==> src/hdl/nbc_pkg.sv <==
// Types, constants and helpers of the negative-base converter.
package nbc_pkg;

    localparam int VALUE_WIDTH_DEF = 32;
    localparam int DIGIT_SLOTS_DEF = 34;

    localparam logic KIND_DECODE = 1'b0;
    localparam logic KIND_ENCODE = 1'b1;

    localparam logic [3:0] BASE_MIN = 4'd2;
    localparam logic [3:0] BASE_MAX = 4'd10;

    typedef struct packed {
        logic               kind;
        logic [3:0]         base_magnitude;
        logic [3:0]         digit_in;
        logic               final_digit;
        logic signed [31:0] value_in;
    } item_t;

    typedef struct packed {
        logic signed [31:0] value_out;
        logic [3:0]         digit_out;
        logic               last;
        logic               bad_digit;
        logic               overflow;
    } result_t;

    // Force the base magnitude into 2..10.
    function automatic logic [3:0] clamp_base(input logic [3:0] b);
        logic [3:0] r;
        if (b < BASE_MIN) begin
            r = BASE_MIN;
        end else if (b > BASE_MAX) begin
            r = BASE_MAX;
        end else begin
            r = b;
        end
        return r;
    endfunction

endpackage

==> src/hdl/negative_base_converter_unit.sv <==
// Negative-base converter: digit decoder (multiply-accumulate) and value encoder (divide unit).
//
// Usage: items enter on s_valid/s_ready with an nbc_pkg::item_t payload, results
// leave on m_valid/m_ready with an nbc_pkg::result_t payload. One item at a time.
// Decode items (kind 0) pass through the accepting state, a multiply state and
// an accumulate state; only the item flagged final_digit produces a transfer, holding
// the value and the error flags of the run, which are then cleared.
// Encode items (kind 1) run a radix-256 restoring divider over the value magnitude:
// each digit takes divider steps of eight quotient bits each, then a digit step, so a
// 32-bit value in base -2 (up to 33 digits) is divided out completely before
// the first digit goes out.
// The digits are kept in a small digit memory and sent most significant first,
// each one read through its registered read port; the last carries last = 1.
// s_ready is high only when the block is idle, so a stalled receiver holds the
// result (and the block) until the transfer completes.
// Reset (aresetn low at a clock edge) clears the accumulator, the flags, the digit
// count and the sequencer; no clearing pass is needed.
module negative_base_converter_unit #(
    parameter int VALUE_WIDTH = nbc_pkg::VALUE_WIDTH_DEF,
    parameter int DIGIT_SLOTS = nbc_pkg::DIGIT_SLOTS_DEF
) (
    input  logic             aclk,
    input  logic             aresetn,
    input  logic             s_valid,
    output logic             s_ready,
    input  nbc_pkg::item_t   s_data,
    output logic             m_valid,
    input  logic             m_ready,
    output nbc_pkg::result_t m_data
);
    import nbc_pkg::*;

    localparam int DIV_W     = ((VALUE_WIDTH + 7) / 8) * 8;
    localparam int DIV_STEPS = DIV_W / 8;
    localparam int STEP_W    = $clog2(DIV_STEPS + 1);
    localparam int IDX_W     = $clog2(DIGIT_SLOTS);
    localparam int CNT_W     = $clog2(DIGIT_SLOTS + 1);
    localparam int EXT_W     = (VALUE_WIDTH > 32) ? VALUE_WIDTH : 32;
    localparam int P_W       = VALUE_WIDTH + 4;

    localparam logic [VALUE_WIDTH-1:0] HALF = {1'b1, {(VALUE_WIDTH-1){1'b0}}};

    localparam logic [2:0] ST_IDLE    = 3'd0;
    localparam logic [2:0] ST_DEC_MUL = 3'd1;
    localparam logic [2:0] ST_DEC_ACC = 3'd2;
    localparam logic [2:0] ST_DIV     = 3'd3;
    localparam logic [2:0] ST_DIGIT   = 3'd4;
    localparam logic [2:0] ST_FETCH   = 3'd5;
    localparam logic [2:0] ST_SEND    = 3'd6;

    // control state
    logic [2:0]             state_reg, state_next;
    logic [VALUE_WIDTH-1:0] acc_reg, acc_next;
    logic                   flag_bad_reg, flag_bad_next;
    logic                   flag_ovf_reg, flag_ovf_next;
    logic [CNT_W-1:0]       cnt_reg, cnt_next;
    logic                   trunc_reg, trunc_next;
    logic                   enc_mode_reg, enc_mode_next;
    logic [IDX_W-1:0]       rd_idx_reg, rd_idx_next;
    logic [STEP_W-1:0]      step_reg, step_next;

    // payload
    logic [3:0]             b_reg, b_next;
    logic [3:0]             d_reg, d_next;
    logic                   final_reg, final_next;
    logic                   neg_reg, neg_next;
    logic [P_W-1:0]         p_reg, p_next;
    logic [31:0]            dec_value_reg, dec_value_next;
    logic                   dec_bad_reg, dec_bad_next;
    logic                   dec_ovf_reg, dec_ovf_next;
    logic [DIV_W-1:0]       quo_reg, quo_next;
    logic [3:0]             rem_reg, rem_next;
    logic                   sign_reg, sign_next;
    logic [3:0]             rd_data_reg;

    // digit memory
    logic [3:0]             digit_mem [DIGIT_SLOTS];
    logic                   mem_we;
    logic [IDX_W-1:0]       mem_waddr;
    logic [3:0]             mem_wdata;

    // datapath helpers
    logic [3:0]             base_in;
    logic [EXT_W-1:0]       value_ext;
    logic [VALUE_WIDTH-1:0] val_w;
    logic                   val_neg;
    logic [VALUE_WIDTH-1:0] val_mag;
    logic [VALUE_WIDTH-1:0] acc_mag;
    logic [P_W-1:0]         prod;
    logic [P_W-1:0]         d_ext;
    logic [P_W-1:0]         sum_pos;
    logic [P_W-1:0]         diff_neg;
    logic                   ovf_now;
    logic                   bad_now;
    logic [VALUE_WIDTH-1:0] acc_new;
    logic [EXT_W-1:0]       dec_ext;
    logic [7:0]             div_chunk;
    logic [7:0]             div_qchunk;
    logic [3:0]             div_rem;
    logic [4:0]             div_t;
    logic [DIV_W-1:0]       div_quo;
    logic [VALUE_WIDTH-1:0] qm;
    logic [3:0]             enc_digit;
    logic [VALUE_WIDTH-1:0] next_mag;
    logic                   cnt_full;
    logic [CNT_W-1:0]       cnt_after;
    logic [CNT_W-1:0]       last_pos;

    assign s_ready = (state_reg == ST_IDLE);
    assign m_valid = (state_reg == ST_SEND);

    always_comb begin
        m_data.value_out = enc_mode_reg ? 32'sd0 : $signed(dec_value_reg);
        m_data.digit_out = enc_mode_reg ? rd_data_reg : 4'd0;
        m_data.last      = enc_mode_reg ? (rd_idx_reg == '0) : 1'b1;
        m_data.bad_digit = enc_mode_reg ? 1'b0 : dec_bad_reg;
        m_data.overflow  = enc_mode_reg ? trunc_reg : dec_ovf_reg;
    end

    // Input conditioning: base clamp for every item, value magnitude for encode items.
    always_comb begin
        base_in   = clamp_base(s_data.base_magnitude);
        value_ext = EXT_W'(s_data.value_in);
        val_w     = value_ext[VALUE_WIDTH-1:0];
        val_neg   = val_w[VALUE_WIDTH-1];
        val_mag   = val_neg ? (~val_w + 1'b1) : val_w;
    end

    // Decode datapath: magnitude times base, then signed add of the digit.
    always_comb begin
        acc_mag  = acc_reg[VALUE_WIDTH-1] ? (~acc_reg + 1'b1) : acc_reg;
        prod     = P_W'(acc_mag) * P_W'(b_reg);
        d_ext    = P_W'(d_reg);
        sum_pos  = p_reg + d_ext;
        diff_neg = d_ext - p_reg;
        if (neg_reg) begin
            ovf_now = (sum_pos >= P_W'(HALF));
            acc_new = sum_pos[VALUE_WIDTH-1:0];
        end else begin
            ovf_now = (p_reg > d_ext) && ((p_reg - d_ext) > P_W'(HALF));
            acc_new = diff_neg[VALUE_WIDTH-1:0];
        end
        bad_now = (d_reg >= b_reg);
        dec_ext = EXT_W'($signed(acc_new));
    end

    // Divider step of the encoder: eight restoring bits against the base per cycle.
    always_comb begin
        div_chunk = quo_reg[DIV_W-1 -: 8];
        div_rem   = rem_reg;
        div_t     = '0;
        for (int i = 7; i >= 0; i--) begin
            div_t = {div_rem, div_chunk[i]};
            if (div_t >= {1'b0, b_reg}) begin
                div_qchunk[i] = 1'b1;
                div_t         = div_t - {1'b0, b_reg};
            end else begin
                div_qchunk[i] = 1'b0;
            end
            div_rem = div_t[3:0];
        end
        div_quo = (quo_reg << 8) | DIV_W'(div_qchunk);
    end

    // Map the unsigned quotient and remainder onto a negative-base digit.
    always_comb begin
        qm = quo_reg[VALUE_WIDTH-1:0];
        if (sign_reg) begin
            enc_digit = (rem_reg == 4'd0) ? 4'd0 : (b_reg - rem_reg);
            next_mag  = qm + VALUE_WIDTH'(rem_reg != 4'd0);
        end else begin
            enc_digit = rem_reg;
            next_mag  = qm;
        end
        cnt_full  = (cnt_reg == CNT_W'(DIGIT_SLOTS));
        cnt_after = cnt_full ? cnt_reg : (cnt_reg + 1'b1);
        last_pos  = cnt_after - 1'b1;
    end

    always_comb begin
        state_next     = state_reg;
        acc_next       = acc_reg;
        flag_bad_next  = flag_bad_reg;
        flag_ovf_next  = flag_ovf_reg;
        cnt_next       = cnt_reg;
        trunc_next     = trunc_reg;
        enc_mode_next  = enc_mode_reg;
        rd_idx_next    = rd_idx_reg;
        step_next      = step_reg;
        b_next         = b_reg;
        d_next         = d_reg;
        final_next     = final_reg;
        neg_next       = neg_reg;
        p_next         = p_reg;
        dec_value_next = dec_value_reg;
        dec_bad_next   = dec_bad_reg;
        dec_ovf_next   = dec_ovf_reg;
        quo_next       = quo_reg;
        rem_next       = rem_reg;
        sign_next      = sign_reg;
        mem_we         = 1'b0;
        mem_waddr      = cnt_reg[IDX_W-1:0];
        mem_wdata      = enc_digit;

        unique case (state_reg)
            ST_IDLE: begin
                if (s_valid) begin
                    b_next = base_in;
                    if (s_data.kind == KIND_DECODE) begin
                        enc_mode_next = 1'b0;
                        d_next        = s_data.digit_in;
                        final_next    = s_data.final_digit;
                        state_next    = ST_DEC_MUL;
                    end else begin
                        enc_mode_next = 1'b1;
                        trunc_next    = 1'b0;
                        if (val_w == '0) begin
                            // zero encodes as the single digit 0
                            mem_we      = 1'b1;
                            mem_waddr   = '0;
                            mem_wdata   = 4'd0;
                            cnt_next    = CNT_W'(1);
                            rd_idx_next = '0;
                            state_next  = ST_FETCH;
                        end else begin
                            quo_next   = DIV_W'(val_mag);
                            sign_next  = val_neg;
                            rem_next   = 4'd0;
                            step_next  = STEP_W'(DIV_STEPS - 1);
                            cnt_next   = '0;
                            state_next = ST_DIV;
                        end
                    end
                end
            end
            ST_DEC_MUL: begin
                p_next     = prod;
                neg_next   = acc_reg[VALUE_WIDTH-1];
                state_next = ST_DEC_ACC;
            end
            ST_DEC_ACC: begin
                if (final_reg) begin
                    dec_value_next = dec_ext[31:0];
                    dec_bad_next   = flag_bad_reg | bad_now;
                    dec_ovf_next   = flag_ovf_reg | ovf_now;
                    acc_next       = '0;
                    flag_bad_next  = 1'b0;
                    flag_ovf_next  = 1'b0;
                    state_next     = ST_SEND;
                end else begin
                    acc_next      = acc_new;
                    flag_bad_next = flag_bad_reg | bad_now;
                    flag_ovf_next = flag_ovf_reg | ovf_now;
                    state_next    = ST_IDLE;
                end
            end
            ST_DIV: begin
                quo_next  = div_quo;
                rem_next  = div_rem;
                step_next = step_reg - 1'b1;
                if (step_reg == '0) begin
                    state_next = ST_DIGIT;
                end
            end
            ST_DIGIT: begin
                // keep the least significant digits, flag the rest as dropped
                if (!cnt_full) begin
                    mem_we   = 1'b1;
                    cnt_next = cnt_reg + 1'b1;
                end else begin
                    trunc_next = 1'b1;
                end
                if (next_mag == '0) begin
                    rd_idx_next = last_pos[IDX_W-1:0];
                    state_next  = ST_FETCH;
                end else begin
                    quo_next   = DIV_W'(next_mag);
                    sign_next  = !sign_reg;
                    rem_next   = 4'd0;
                    step_next  = STEP_W'(DIV_STEPS - 1);
                    state_next = ST_DIV;
                end
            end
            ST_FETCH: begin
                state_next = ST_SEND;
            end
            ST_SEND: begin
                if (m_ready) begin
                    if (enc_mode_reg && (rd_idx_reg != '0)) begin
                        rd_idx_next = rd_idx_reg - 1'b1;
                        state_next  = ST_FETCH;
                    end else begin
                        state_next = ST_IDLE;
                    end
                end
            end
            default: begin
                state_next = ST_IDLE;
            end
        endcase
    end

    always_ff @(posedge aclk) begin
        if (!aresetn) begin
            state_reg    <= ST_IDLE;
            acc_reg      <= '0;
            flag_bad_reg <= 1'b0;
            flag_ovf_reg <= 1'b0;
            cnt_reg      <= '0;
            trunc_reg    <= 1'b0;
            enc_mode_reg <= 1'b0;
            rd_idx_reg   <= '0;
            step_reg     <= '0;
        end else begin
            state_reg    <= state_next;
            acc_reg      <= acc_next;
            flag_bad_reg <= flag_bad_next;
            flag_ovf_reg <= flag_ovf_next;
            cnt_reg      <= cnt_next;
            trunc_reg    <= trunc_next;
            enc_mode_reg <= enc_mode_next;
            rd_idx_reg   <= rd_idx_next;
            step_reg     <= step_next;
        end
    end

    always_ff @(posedge aclk) begin
        b_reg         <= b_next;
        d_reg         <= d_next;
        final_reg     <= final_next;
        neg_reg       <= neg_next;
        p_reg         <= p_next;
        dec_value_reg <= dec_value_next;
        dec_bad_reg   <= dec_bad_next;
        dec_ovf_reg   <= dec_ovf_next;
        quo_reg       <= quo_next;
        rem_reg       <= rem_next;
        sign_reg      <= sign_next;
    end

    // Digit memory: one write port, one registered read port.
    always_ff @(posedge aclk) begin
        if (mem_we) begin
            digit_mem[mem_waddr] <= mem_wdata;
        end
        rd_data_reg <= digit_mem[rd_idx_reg];
    end

endmodule

==> config.mk <==
export PLATFORM = sky130hd
export DESIGN_NAME = negative_base_converter_unit
export DESIGN_NICKNAME = d
export VERILOG_FILES = /design/src/hdl/nbc_pkg.sv /design/src/hdl/negative_base_converter_unit.sv
export SDC_FILE = /design/constraint.sdc
export NUM_CORES = 1
export LEC_CHECK = 0
export BUFFER_PORTS_ARGS = -buffer_cell sky130_fd_sc_hd__buf_4
export CORE_ASPECT_RATIO = 1.75
export CORE_MARGIN = 1.5
export CORE_UTILIZATION = 30
export CTS_BUF_LIST = sky130_fd_sc_hd__clkbuf_4
export DETAILED_ROUTE_END_ITERATION = 12
export PLACE_DENSITY = 0.48
export SLEW_MARGIN = 20
export SYNTH_ARGS = -nofsm -noshare
export SYNTH_HDL_FRONTEND = slang
export SYNTH_SLANG_ARGS = --single-unit
==> constraint.sdc <==
create_clock -name aclk -period 15.5 [get_ports aclk]
set_input_delay 0.775 -clock aclk [delete_from_list [all_inputs] [get_ports aclk]]
set_output_delay 0.775 -clock aclk [all_outputs]
set_load 0.05 [all_outputs]
==> impl_metrics.yaml <==
global_routing:
  grt_pass1_vias: 16890
  grt-ovfl-total: 0
  grt_pass1_wl_mm: 97.05
  antenna_found_initial: 3
  grt_use_total: 0.1752
  grt_max_degree: 55
clock_tree:
  cts_setup_buffers: 0
  clock_sinks: 311
  clk_latency_ns: 0.89
  cts_max_level: 3
  cts_root_buffer: "clkbuf_4"
  clk_path_buf_depth: 3
  cts_made_buffers: 80
  tritoncts: "done"
  path_clk_slew_ns: 0.07
logic_synthesis:
  yosysTopAreaCellShare: 0.3545
  synth_cell_types: 72
  yosysSeqAreaShare: 0.4087
  ys_ff_latch: 311
  synth_ff_type: "edfxtp_1"
  synth_area_leaders: "edfxtp_1, fa_1, ha_1"
  yosysTopAreaCell: "edfxtp_1"
  netlist_area_mm2: 0.02143
  synth_edf_count: 253
  async_flop_share: 0
  syn_area_per_cell_um2: 10.23
  yosysWarningCount: 0
  syn_nets: 2313
  postSynthCellCount: 2094
die:
  coreArea_mm2: 0.07070
  start_util: 0.3031
  num_rows: 129
  fp.dieW_um: 205.0
  die_area_mm2: 0.07310
  boundaryPins: 87
  dieHeight_um: 356.6
placement:
  portBuffers: 86
  postPlaceCellArea_mm2: 0.02306
  place_ws_ns: 0.5671
  gp_congestion: 0.9125
  hpwl_mm: 48.86
setup_path:
  cp_top_family: "compound AO/OA/AOI/OAI gates"
  required_ns: 16.21
  timing.rr.end: "rem_reg[1]"
  critPathLaunchType: "flop"
  crit_buf_inv: 8
  rr_startpoint: "b_reg[3]"
  worst-r2r-cell-count: 58
  worst_path_max_delay_cell: "or4b_1"
  end_kind: "flop"
  slowest_delay_ns: 0.59
  worstPathMaxFanout: 33
  ff2ff_setup_slack_ns: 1.16
  critPathKind: "flop to flop"
  crit_arrival_ns: 15.05
  cpMostUsedCell: "ha_1"
routing:
  vias: 16300
  vias_per_cell: 5.123
  antenna_left: 0
  wl_per_cell_um: 19.84
  drt_iter0_drc: 900
  routed_wl_mm: 63.12
  drt-pass1-iter-count: 5
  drcViolationCount: 0
timing:
  hold_viol: 0
  period_share: 0.9252
  fin_skew_ns: 0.06248
  tns_ns: 0
  slew_violations: 0
  worst_slack_ns: 1.159
  finalSetupViolCount: 0
  layout_min_cycle_time_ns: 14.34
  rsz0062_at_grt: "no"
  relSlewSlack: 0.2430
  max_slew.worst_pin.slew_ns: 1.125
  fmax_mhz: 69.73
  fin_hold_ws_ns: 0.1096
min_path:
  min_to: "d_reg[2]"
  whs_path_depth: 1
  hp-start: "s_data[35]"
  hold_class: "input port to flop"
flow_run:
  cap_viol_max_count: 0
status:
  status: "completed"
finish:
  syn2layout_area_growth_pct: 12.71
  num-nets-final: 2414
  design_area_mm2: 0.02415
  drive_gt1_frac: 0.1460
  largest_register_ffs: 136
## cells in the final DEF, fill, tap and decap left out, types with 28 or more instances in the layout
cell / instances
xor2_1: 63
xnor2_1: 116
mux4_2: 40
a21o_1: 28
nor2b_1: 84
o21ai_0: 104
mux2i_1: 29
fa_1: 71
inv_1: 138
edfxtp_1: 253
nand3_1: 46
dfxtp_1: 56
a22oi_1: 49
a21oi_1: 91
nand2_1: 220
clkbuf_4: 118
buf_4: 108
nor2_1: 133
ha_1: 102
and2_1: 51
## worst max path at each step
stage | from | end | slack (ns) | cells after the start
2_1_floorplan | b_reg[1] | qm[0] | 2.75 | 57
3_3_place_gp | b_reg[3] | qm[0] | 1.11 | 55
3_5_place_dp | b_reg[3] | qm[0] | 0.57 | 55
4_1_cts | b_reg[3] | qm[0] | 0.59 | 55
5_1_grt | b_reg[3] | qm[0] | 0.13 | 59
6_report | b_reg[3] | rem_reg[1] | 1.16 | 58
## cell families after synthesis
family | synth area share
AOI/OAI and AO/OA | 0.1203
xor gates and xnor gates | 0.07316
adders and majority gates | 0.1259
buffers and inverters | 0.04105
DFF | 0.4087
muxes | 0.06242
and+or+nand+nor | 0.1685
## metal layers
metal  vias to the layer above  global-route usage  routed length, µm  part of all wire
met5                         -                   0                  0                 0
met4                         0             0.08146               2530             0.040
met3                       112             0.02722               2436             0.039
met2                       417              0.3416              35020              0.55
met1                      8003              0.1791              23130              0.37
li1                       7768                   -                  -                 -
## stage by stage
stage               instances  utilization
floorplan                2094            -
global placement         3027       0.3261
detailed placement       3027       0.3261
CTS                      3177       0.3413
global route             3182       0.3416
finish                   3182       0.3416
## repair_timing
item / 4_1_cts / 5_1_grt
endpoints found under the setup margin: 0 / 5
hold buffers: 3 / 0
endpoints found under the hold margin: 3 / 0
gates resized for setup: 0 / 3
## final cells by class
class / count / area [µm²]
repair buffers: 111 / 840.8
clock buffers: 118 / 885.9
multi-input cells: 1553 / 11830
flip-flops and latches: 311 / 8761
diodes: 5 / 12.51
well taps: 917 / 1147
fillers: 7229 / 46540
inverters: 138 / 518.0
clock inverters: 29 / 153.9
## Yosys cell counts, drive strengths merged (29+ instances only)
cell type  count
nor3          29
nand3         46
nand2        220
dfxtp         58
a21oi         93
o21ai        113
a22oi         49
edfxtp       253
fa            71
nor2b         84
xor2          63
mux2i         29
ha           102
mux4          40
nor2         138
clkbuf        80
and2          51
inv          138
xnor2        116
Power is left out: the tool's default activity adds up to more than one toggle a clock period on the data nets, which glitch-free logic cannot reach.
